File: src/sv/tms_pkg.sv
// Package for the tagged mark stack: command, status and kind codes,
// and the packed word types of the command and result channels.
// No dependencies.
`timescale 1ns / 1ps
`default_nettype none

package tms_pkg;

  localparam logic [2:0] CMD_PUSH_ELEM = 3'd0;
  localparam logic [2:0] CMD_PUSH_NODE = 3'd1;
  localparam logic [2:0] CMD_POP       = 3'd2;
  localparam logic [2:0] CMD_SET_TOP   = 3'd3;
  localparam logic [2:0] CMD_READ      = 3'd4;
  localparam logic [2:0] CMD_WRITE     = 3'd5;
  localparam logic [2:0] CMD_FIND      = 3'd6;
  localparam logic [2:0] CMD_QUERY     = 3'd7;

  localparam logic [1:0] STS_OK    = 2'd0;
  localparam logic [1:0] STS_EMPTY = 2'd1;
  localparam logic [1:0] STS_FULL  = 2'd2;
  localparam logic [1:0] STS_RANGE = 2'd3;

  localparam logic [1:0] KIND_NONE = 2'd0;
  localparam logic [1:0] KIND_ELEM = 2'd1;
  localparam logic [1:0] KIND_NODE = 2'd2;

  typedef struct packed {
    logic [2:0]         command;
    logic [31:0]        handle;
    logic signed [15:0] mark_value;
    logic [6:0]         position;
  } tms_in_t;

  typedef struct packed {
    logic [1:0]         status;
    logic [1:0]         top_kind;
    logic [31:0]        top_handle;
    logic signed [15:0] top_mark;
    logic [6:0]         depth;
    logic signed [15:0] mark_out;
    logic [6:0]         found_index;
  } tms_out_t;

  // write enables from the sequencer to the entry store
  typedef struct packed {
    logic kh_we;
    logic mk_we;
  } tms_wr_ctl_t;

endpackage

`default_nettype wire

File: src/sv/tms_store.sv
// Entry store of the tagged mark stack: a kind/handle memory and a mark
// memory, each one write port and one registered read port.
// Depends on tms_pkg.
`timescale 1ns / 1ps
`default_nettype none

module tms_store
  import tms_pkg::*;
#(
  parameter int STACK_DEPTH  = 64,
  parameter int HANDLE_WIDTH = 32,
  parameter int MARK_WIDTH   = 16,
  localparam int AW = $clog2(STACK_DEPTH)
) (
  input  logic                    clk,
  input  tms_wr_ctl_t             wr_ctl,
  input  logic [AW-1:0]           wr_addr,
  input  logic                    wr_kind,
  input  logic [HANDLE_WIDTH-1:0] wr_handle,
  input  logic [MARK_WIDTH-1:0]   wr_mark,
  input  logic [AW-1:0]           kh_raddr,
  input  logic [AW-1:0]           mk_raddr,
  output logic                    rd_kind,
  output logic [HANDLE_WIDTH-1:0] rd_handle,
  output logic [MARK_WIDTH-1:0]   rd_mark
);

  logic [HANDLE_WIDTH:0]   kh_mem [STACK_DEPTH];
  logic [MARK_WIDTH-1:0]   mk_mem [STACK_DEPTH];
  logic [HANDLE_WIDTH:0]   kh_rd_r;
  logic [MARK_WIDTH-1:0]   mk_rd_r;

  always_ff @(posedge clk) begin
    if (wr_ctl.kh_we) begin
      kh_mem[wr_addr] <= {wr_kind, wr_handle};
    end
    kh_rd_r <= kh_mem[kh_raddr];
  end

  always_ff @(posedge clk) begin
    if (wr_ctl.mk_we) begin
      mk_mem[wr_addr] <= wr_mark;
    end
    mk_rd_r <= mk_mem[mk_raddr];
  end

  assign rd_kind   = kh_rd_r[HANDLE_WIDTH];
  assign rd_handle = kh_rd_r[HANDLE_WIDTH-1:0];
  assign rd_mark   = mk_rd_r;

endmodule

`default_nettype wire

File: src/sv/tms_ctrl.sv
// Command sequencer of the tagged mark stack: decodes a command, updates
// the stack count, drives the entry store, scans marks, builds the result.
// Depends on tms_pkg.
`timescale 1ns / 1ps
`default_nettype none

module tms_ctrl
  import tms_pkg::*;
#(
  parameter int STACK_DEPTH  = 64,
  parameter int HANDLE_WIDTH = 32,
  parameter int MARK_WIDTH   = 16,
  localparam int AW   = $clog2(STACK_DEPTH),
  localparam int CW   = $clog2(STACK_DEPTH + 1),
  localparam int CMPW = (CW > 7) ? CW : 7
) (
  input  logic                    clk,
  input  logic                    rst_n,
  input  logic                    start,
  output logic                    busy,
  input  tms_in_t                 in_data,
  output logic                    out_valid,
  output tms_out_t                out_data,
  output tms_wr_ctl_t             wr_ctl,
  output logic [AW-1:0]           wr_addr,
  output logic                    wr_kind,
  output logic [HANDLE_WIDTH-1:0] wr_handle,
  output logic [MARK_WIDTH-1:0]   wr_mark,
  output logic [AW-1:0]           kh_raddr,
  output logic [AW-1:0]           mk_raddr,
  input  logic                    rd_kind,
  input  logic [HANDLE_WIDTH-1:0] rd_handle,
  input  logic [MARK_WIDTH-1:0]   rd_mark
);

  typedef enum logic [4:0] {
    ST_IDLE = 5'b00001,
    ST_EXEC = 5'b00010,
    ST_SCAN = 5'b00100,
    ST_TOP  = 5'b01000,
    ST_LOAD = 5'b10000
  } tms_state_t;

  tms_state_t              state_r, state_nxt;
  logic [2:0]              cmd_r, cmd_nxt;
  logic [HANDLE_WIDTH-1:0] handle_r, handle_nxt;
  logic [MARK_WIDTH-1:0]   mv_r, mv_nxt;
  logic [6:0]              pos_r, pos_nxt;
  logic [CW-1:0]           count_r, count_nxt;
  logic [CW-1:0]           idx_r, idx_nxt;
  logic [1:0]              status_r, status_nxt;
  logic [MARK_WIDTH-1:0]   mark_out_r, mark_out_nxt;
  tms_out_t                out_r, out_nxt;
  logic                    out_valid_r, out_valid_nxt;

  logic [CW-1:0]   cnt_m1;
  logic [CW-1:0]   idx_m2;
  logic [CMPW-1:0] pos_m1;
  logic [AW-1:0]   top_addr;
  logic            pos_ok;
  logic            full;
  logic            empty;

  assign cnt_m1   = count_r - CW'(1);
  assign idx_m2   = idx_r - CW'(2);
  assign pos_m1   = CMPW'(pos_r) - CMPW'(1);
  assign top_addr = cnt_m1[AW-1:0];
  assign pos_ok   = (pos_r != 7'd0) && (CMPW'(pos_r) <= CMPW'(count_r));
  assign full     = (count_r == CW'(STACK_DEPTH));
  assign empty    = (count_r == '0);

  assign kh_raddr = top_addr;

  always_comb begin
    state_nxt     = state_r;
    cmd_nxt       = cmd_r;
    handle_nxt    = handle_r;
    mv_nxt        = mv_r;
    pos_nxt       = pos_r;
    count_nxt     = count_r;
    idx_nxt       = idx_r;
    status_nxt    = status_r;
    mark_out_nxt  = mark_out_r;
    out_nxt       = out_r;
    out_valid_nxt = 1'b0;
    wr_ctl        = '0;
    wr_addr       = count_r[AW-1:0];
    wr_kind       = (cmd_r == CMD_PUSH_NODE);
    wr_handle     = handle_r;
    wr_mark       = mv_r;
    mk_raddr      = top_addr;

    case (state_r)
      ST_IDLE: begin
        if (start) begin
          cmd_nxt      = in_data.command;
          handle_nxt   = HANDLE_WIDTH'(in_data.handle);
          mv_nxt       = MARK_WIDTH'($signed(in_data.mark_value));
          pos_nxt      = in_data.position;
          status_nxt   = STS_OK;
          mark_out_nxt = '0;
          idx_nxt      = '0;
          state_nxt    = ST_EXEC;
        end
      end

      ST_EXEC: begin
        state_nxt = ST_TOP;
        case (cmd_r)
          CMD_PUSH_ELEM, CMD_PUSH_NODE: begin
            if (full) begin
              status_nxt = STS_FULL;
            end else begin
              wr_ctl.kh_we = 1'b1;
              wr_ctl.mk_we = 1'b1;
              wr_mark      = '0;
              count_nxt    = count_r + CW'(1);
            end
          end
          CMD_POP: begin
            if (empty) begin
              status_nxt = STS_EMPTY;
            end else begin
              count_nxt = cnt_m1;
            end
          end
          CMD_SET_TOP: begin
            if (empty) begin
              status_nxt = STS_EMPTY;
            end else begin
              wr_ctl.mk_we = 1'b1;
              wr_addr      = top_addr;
            end
          end
          CMD_READ: begin
            if (!pos_ok) begin
              status_nxt = STS_RANGE;
            end else begin
              mk_raddr = pos_m1[AW-1:0];
            end
          end
          CMD_WRITE: begin
            if (!pos_ok) begin
              status_nxt = STS_RANGE;
            end else begin
              wr_ctl.mk_we = 1'b1;
              wr_addr      = pos_m1[AW-1:0];
            end
          end
          CMD_FIND: begin
            // walk down from the top, one mark read per cycle
            if (!empty) begin
              idx_nxt   = count_r;
              state_nxt = ST_SCAN;
            end
          end
          default: begin
          end
        endcase
      end

      ST_SCAN: begin
        // rd_mark holds the mark of entry idx_r (1-based)
        if (rd_mark == mv_r) begin
          state_nxt = ST_TOP;
        end else if (idx_r == CW'(1)) begin
          idx_nxt   = '0;
          state_nxt = ST_TOP;
        end else begin
          mk_raddr = idx_m2[AW-1:0];
          idx_nxt  = idx_r - CW'(1);
        end
      end

      ST_TOP: begin
        // top read goes out now; a mark read issued last cycle lands here
        if ((cmd_r == CMD_READ) && (status_r == STS_OK)) begin
          mark_out_nxt = rd_mark;
        end
        state_nxt = ST_LOAD;
      end

      ST_LOAD: begin
        out_nxt.status      = status_r;
        out_nxt.depth       = 7'(count_r);
        out_nxt.mark_out    = 16'(mark_out_r);
        out_nxt.found_index = 7'(idx_r);
        if (empty) begin
          out_nxt.top_kind   = KIND_NONE;
          out_nxt.top_handle = '0;
          out_nxt.top_mark   = '0;
        end else begin
          out_nxt.top_kind   = rd_kind ? KIND_NODE : KIND_ELEM;
          out_nxt.top_handle = 32'(rd_handle);
          out_nxt.top_mark   = 16'(rd_mark);
        end
        out_valid_nxt = 1'b1;
        state_nxt     = ST_IDLE;
      end

      default: begin
        state_nxt = ST_IDLE;
      end
    endcase
  end

  always_ff @(posedge clk) begin
    if (!rst_n) begin
      state_r     <= ST_IDLE;
      count_r     <= '0;
      out_valid_r <= 1'b0;
    end else begin
      state_r     <= state_nxt;
      count_r     <= count_nxt;
      out_valid_r <= out_valid_nxt;
    end
  end

  always_ff @(posedge clk) begin
    cmd_r      <= cmd_nxt;
    handle_r   <= handle_nxt;
    mv_r       <= mv_nxt;
    pos_r      <= pos_nxt;
    idx_r      <= idx_nxt;
    status_r   <= status_nxt;
    mark_out_r <= mark_out_nxt;
    out_r      <= out_nxt;
  end

  assign busy      = (state_r != ST_IDLE);
  assign out_valid = out_valid_r;
  assign out_data  = out_r;

endmodule

`default_nettype wire

File: src/sv/tagged_mark_stack.sv
// Tagged mark stack, top level: command sequencer plus entry store.
// Every command gives one result word, strobed by out_valid for one cycle
// with no way to hold it off, so the receiver must take it when it shows.
// Push, pop, set top mark, mark read/write and query pass the exec, top
// and load states from accept to next accept, the result strobe falling
// in the cycle where busy is low again. Find adds a scan of the entries
// (up to the depth) from the top down through the single mark read port.
// Depends on tms_pkg, tms_ctrl, tms_store.
`timescale 1ns / 1ps
`default_nettype none

module tagged_mark_stack
  import tms_pkg::*;
#(
  parameter int STACK_DEPTH  = 64,
  parameter int HANDLE_WIDTH = 32,
  parameter int MARK_WIDTH   = 16
) (
  input  logic     clk,
  input  logic     rst_n,
  input  logic     start,
  output logic     busy,
  input  tms_in_t  in_data,
  output logic     out_valid,
  output tms_out_t out_data
);

  localparam int AW = $clog2(STACK_DEPTH);

  tms_wr_ctl_t             wr_ctl;
  logic [AW-1:0]           wr_addr;
  logic                    wr_kind;
  logic [HANDLE_WIDTH-1:0] wr_handle;
  logic [MARK_WIDTH-1:0]   wr_mark;
  logic [AW-1:0]           kh_raddr;
  logic [AW-1:0]           mk_raddr;
  logic                    rd_kind;
  logic [HANDLE_WIDTH-1:0] rd_handle;
  logic [MARK_WIDTH-1:0]   rd_mark;

  tms_ctrl #(
    .STACK_DEPTH (STACK_DEPTH),
    .HANDLE_WIDTH(HANDLE_WIDTH),
    .MARK_WIDTH  (MARK_WIDTH)
  ) u_ctrl (
    .clk      (clk),
    .rst_n    (rst_n),
    .start    (start),
    .busy     (busy),
    .in_data  (in_data),
    .out_valid(out_valid),
    .out_data (out_data),
    .wr_ctl   (wr_ctl),
    .wr_addr  (wr_addr),
    .wr_kind  (wr_kind),
    .wr_handle(wr_handle),
    .wr_mark  (wr_mark),
    .kh_raddr (kh_raddr),
    .mk_raddr (mk_raddr),
    .rd_kind  (rd_kind),
    .rd_handle(rd_handle),
    .rd_mark  (rd_mark)
  );

  tms_store #(
    .STACK_DEPTH (STACK_DEPTH),
    .HANDLE_WIDTH(HANDLE_WIDTH),
    .MARK_WIDTH  (MARK_WIDTH)
  ) u_store (
    .clk      (clk),
    .wr_ctl   (wr_ctl),
    .wr_addr  (wr_addr),
    .wr_kind  (wr_kind),
    .wr_handle(wr_handle),
    .wr_mark  (wr_mark),
    .kh_raddr (kh_raddr),
    .mk_raddr (mk_raddr),
    .rd_kind  (rd_kind),
    .rd_handle(rd_handle),
    .rd_mark  (rd_mark)
  );

endmodule

`default_nettype wire

File: config.mk
export PLATFORM = sky130hd
export DESIGN_NAME = tagged_mark_stack
export DESIGN_NICKNAME = d
export VERILOG_FILES = /design/src/sv/tms_pkg.sv /design/src/sv/tms_store.sv /design/src/sv/tms_ctrl.sv /design/src/sv/tagged_mark_stack.sv
export SDC_FILE = /design/constraint.sdc
export NUM_CORES = 2
export LEC_CHECK = 0
export BUFFER_PORTS_ARGS = -buffer_cell sky130_fd_sc_hd__buf_2
export CAP_MARGIN = 15
export CORE_ASPECT_RATIO = 0.5
export CORE_MARGIN = 4
export CORE_UTILIZATION = 25
export CTS_CLUSTER_DIAMETER = 100
export DETAILED_ROUTE_END_ITERATION = 10
export GPL_ROUTABILITY_DRIVEN = 0
export MAX_ROUTING_LAYER = met4
export PLACE_DENSITY_LB_ADDON = 0.3
export SLEW_MARGIN = 15
export SYNTH_ARGS = -nofsm -noshare
export SYNTH_HDL_FRONTEND = slang
export SYNTH_SLANG_ARGS = --single-unit
File: constraint.sdc
create_clock -name clk -period 8.77 [get_ports clk]
set_clock_uncertainty 0.2 [all_clocks]
set_input_delay 1.3155 -clock clk [delete_from_list [all_inputs] [get_ports clk]]
set_output_delay 1.3155 -clock clk [all_outputs]
set_load 0.05 [all_outputs]
==> results.tsv <==
metric	value	unit
run_status	complete, no violations	
cts_resized	0	
fin_crit_sh	70.83	%
async_reset_ff_share	0	%
die_w	1023	um
numCtsBuffers	344	
drt_iter0_markers	6972	
drc	0	
synth_xor_area_share	0.2518	%
avgSynthCellArea	20.21	um^2
antenna_found_initial	26	
crit_chain	inv_1, ha_1, a21oi_1, a21oi_1, o22ai_1, and2_1, nand3_1, o22ai_1, a22oi_1, nor2_1, nand2_1, nor2_4, buf_4	
required	9150	ps
nets	6842	
vias_per_cell	4.611	
register_area	100400	um^2
ant_nets	0	
finalHoldViolCount	0	
syn_nets	6446	
grt_pass1_vias	62750	
worst-path-max-fanout	28	
final_cells	13870	
critPathTopFamily	simple AND/OR/NAND/NOR gates	
core_region_area	510400	um^2
cts-root-buf	clkbuf_16	
pin_count	145	
yosys-top-cells-area	edfxtp_1 77%, mux4_2 12%, nand2_1 2.0%	
dr.pass1.iters	5	
cap_violations	0	
p_leak	44.91	nW
route.detailed.wl_per_inst	27.16	um
cts_setup_buffers	0	
synth_cells	6368	
path_class	reg2reg	
setup_tns	0	ps
yosysTopAreaCell	edfxtp_1	
cts_max_level	5	
setup_violations	0	
path_buf_inv	2	
seq_area_frac_synth	77.99	%
crit_arrival	6590	ps
synth.mux.area_fraction	13.17	%
post-dp-hpwl	228900	um
cts_tree	built	
synth_ff_type	edfxtp_1	
start_kind	flop	
synth_top_family_by_area	multiplexers	
grt_pass1_wl	521000	um
utilization	29.45	%
routed_wl	376600	um
yosys_warnings	0	
slew_headroom	21.54	%
place_inst	13230	
syn_area	128700	um^2
synthAdderAreaFrac	0.1653	%
clock.fmax	161.0	MHz
clock_sinks	3363	
slew_viol_final	0	
critical_path.endpoint_type	flop	
syn2layout_area_growth	16.79	%
worst_path_max_delay_cell	nor2_4	
worst_pin_slew	1177	ps
die_area	527000	um^2
port_buffers	144	
start_util	25.21	%
grt_use_total	14.17	%
vias	63940	
synth_compound_area_share	2.741	%
synth_edf_count	3301	
p_per_area	223.6	nW/um^2
die_h	515.3	um
synthDistinctLibCells	66	
multi_input_area	27210	um^2
clockBufferDepth	4	
clk_latency	870	ps
yosysTopAreaCellShare	77.02	%
layout-drive-gt1-share	24.01	%
clkTransAtPathRegs	60	ps
slowest_delay	1070	ps
yosys.area_share.simple	4.287	%
ir_drop	149.0	uV
gr-total-overflow	0	
grt_max_degree	123	
fill_cells	49680	
row_count	185	
hold_path_class	reg2reg	
period_needed	6211	ps
rsz0062_at_grt	false	
ys_seq_elements	3363	
cts_hold_buf	0	
cell type report:
class / count / share of cell area [%]
multi-input cells: 2633 / 18.10
flip-flops and latches: 3363 / 66.78
repair buffers: 405 / 2.228
inverters: 17 / 0.04246
clock inverters: 140 / 0.8366
clock buffers: 468 / 6.299
well taps: 6825 / 5.682
diodes: 17 / 0.02830
power breakdown:
| part | switching (mW) | internal [mW] | leakage, nW |
|---|---|---|---|
| clock | 6.06 | 8.17 | 5.23 |
| combinational | 1.05 | 0.361 | 9.45 |
| sequential | 0.129 | 17.8 | 30.2 |
flip-flops by register name (all words and copies together), names as in the netlist:
register           cells
u_store.kh_mem      2112
u_store.mk_mem      1024
u_ctrl.out_data       82
u_store.kh_rd_r       33
u_ctrl.wr_handle      32
u_ctrl.mark_out_r     16
u_ctrl.mv_r           16
u_store.rd_mark       16
u_ctrl.count_r         7
u_ctrl.idx_r           7
u_ctrl.pos_r           7
u_ctrl.state_r         5
u_ctrl.cmd_r           3
u_ctrl.status_r        2
u_ctrl.out_valid       1
layer usage:
| metal | wire length, um | track usage (%) | part of all wire, % | up-vias |
|---|---|---|---|---|
| met4 | 8879 | 2.915 | 2.4 | 0 |
| met1 | 155900 | 18.08 | 41 | 34670 |
| met3 | 17150 | 1.415 | 4.6 | 452 |
| met2 | 194700 | 24.70 | 52 | 1940 |
| li1 | - | - | - | 26880 |
| met5 | 0 | - | 0 | - |
metrics by stage:
stage               hold slack (ps)  cell area (um^2)  power [mW]  setup WS, ps
CTS                           222.1            149900       33.93          2463
floorplan                     200.3            128700       18.93          1179
global route                  225.9            150300       34.66          2174
finish                        218.9            150300       33.61          2559
detailed placement            206.6            139200       19.76          2465
global placement              205.6            138700       19.75          2321
kinds of logic after synthesis:
kind of cell / after synthesis
DFF: 3363
muxes: 827
adders and majority gates: 17
buffers and inverters: 372
xor gates and xnor gates: 37
and+or+nand+nor: 1251
AOI/OAI and AO/OA: 501
final timing paths:
kind,from,end,slack (ps),cells past startpoint
worst max-delay path,u_ctrl.count_r[2],u_store.kh_mem[47][8],2560,13
worst min-delay path,u_ctrl.mark_out_r[7],u_ctrl.out_data[14],220,0
worst max register to register,u_ctrl.count_r[2],u_store.kh_mem[47][8],2560,13
worst min register to register,u_ctrl.mark_out_r[7],u_ctrl.out_data[14],220,0
cell usage in the layout, fill, tap and decap left out, types with 7 or more instances in the layout:
master / synthesis / layout
inv_1: 17 / 17
and2_2: 0 / 16
a311oi_1: 12 / 12
a31oi_1: 77 / 77
xnor2_1: 13 / 9
mux4_2: 693 / 693
nor3_1: 12 / 11
clkbuf_1: 166 / 96
bufinv_16: 0 / 21
xor2_1: 24 / 24
nand2_1: 696 / 692
nor3b_1: 8 / 7
buf_12: 0 / 47
inv_6: 0 / 8
dfxtp_1: 62 / 61
nand4_1: 50 / 50
a22o_1: 58 / 58
ha_1: 17 / 16
nand3_1: 179 / 174
o21ai_0: 36 / 36
mux2i_1: 134 / 134
a221oi_1: 16 / 16
edfxtp_1: 3301 / 3301
and2_1: 92 / 75
clkbuf_8: 0 / 18
a32oi_1: 91 / 91
a211oi_1: 14 / 13
clkinv_2: 0 / 43
nor2_1: 162 / 93
o22ai_1: 25 / 25
buf_4: 35 / 210
clkbuf_16: 0 / 354
nor4_1: 8 / 7
diode_2: 0 / 17
clkinv_1: 0 / 56
a21oi_1: 121 / 121
a22oi_1: 20 / 20
nor2_4: 2 / 70
buf_2: 109 / 144
synthesized netlist by cell type, types with 36 or more instances:
| master | count |
|---|---|
| buf_2 | 109 |
| nand3_1 | 179 |
| o21ai_0 | 36 |
| a32oi_1 | 91 |
| nand4_1 | 50 |
| edfxtp_1 | 3301 |
| and2_1 | 92 |
| mux4_2 | 693 |
| nor2_1 | 162 |
| a22o_1 | 58 |
| mux2i_1 | 134 |
| dfxtp_1 | 62 |
| a31oi_1 | 77 |
| nand2_1 | 696 |
| clkbuf_1 | 166 |
| a21oi_1 | 121 |
No activity file was read; power rests on OpenSTA's default activity.
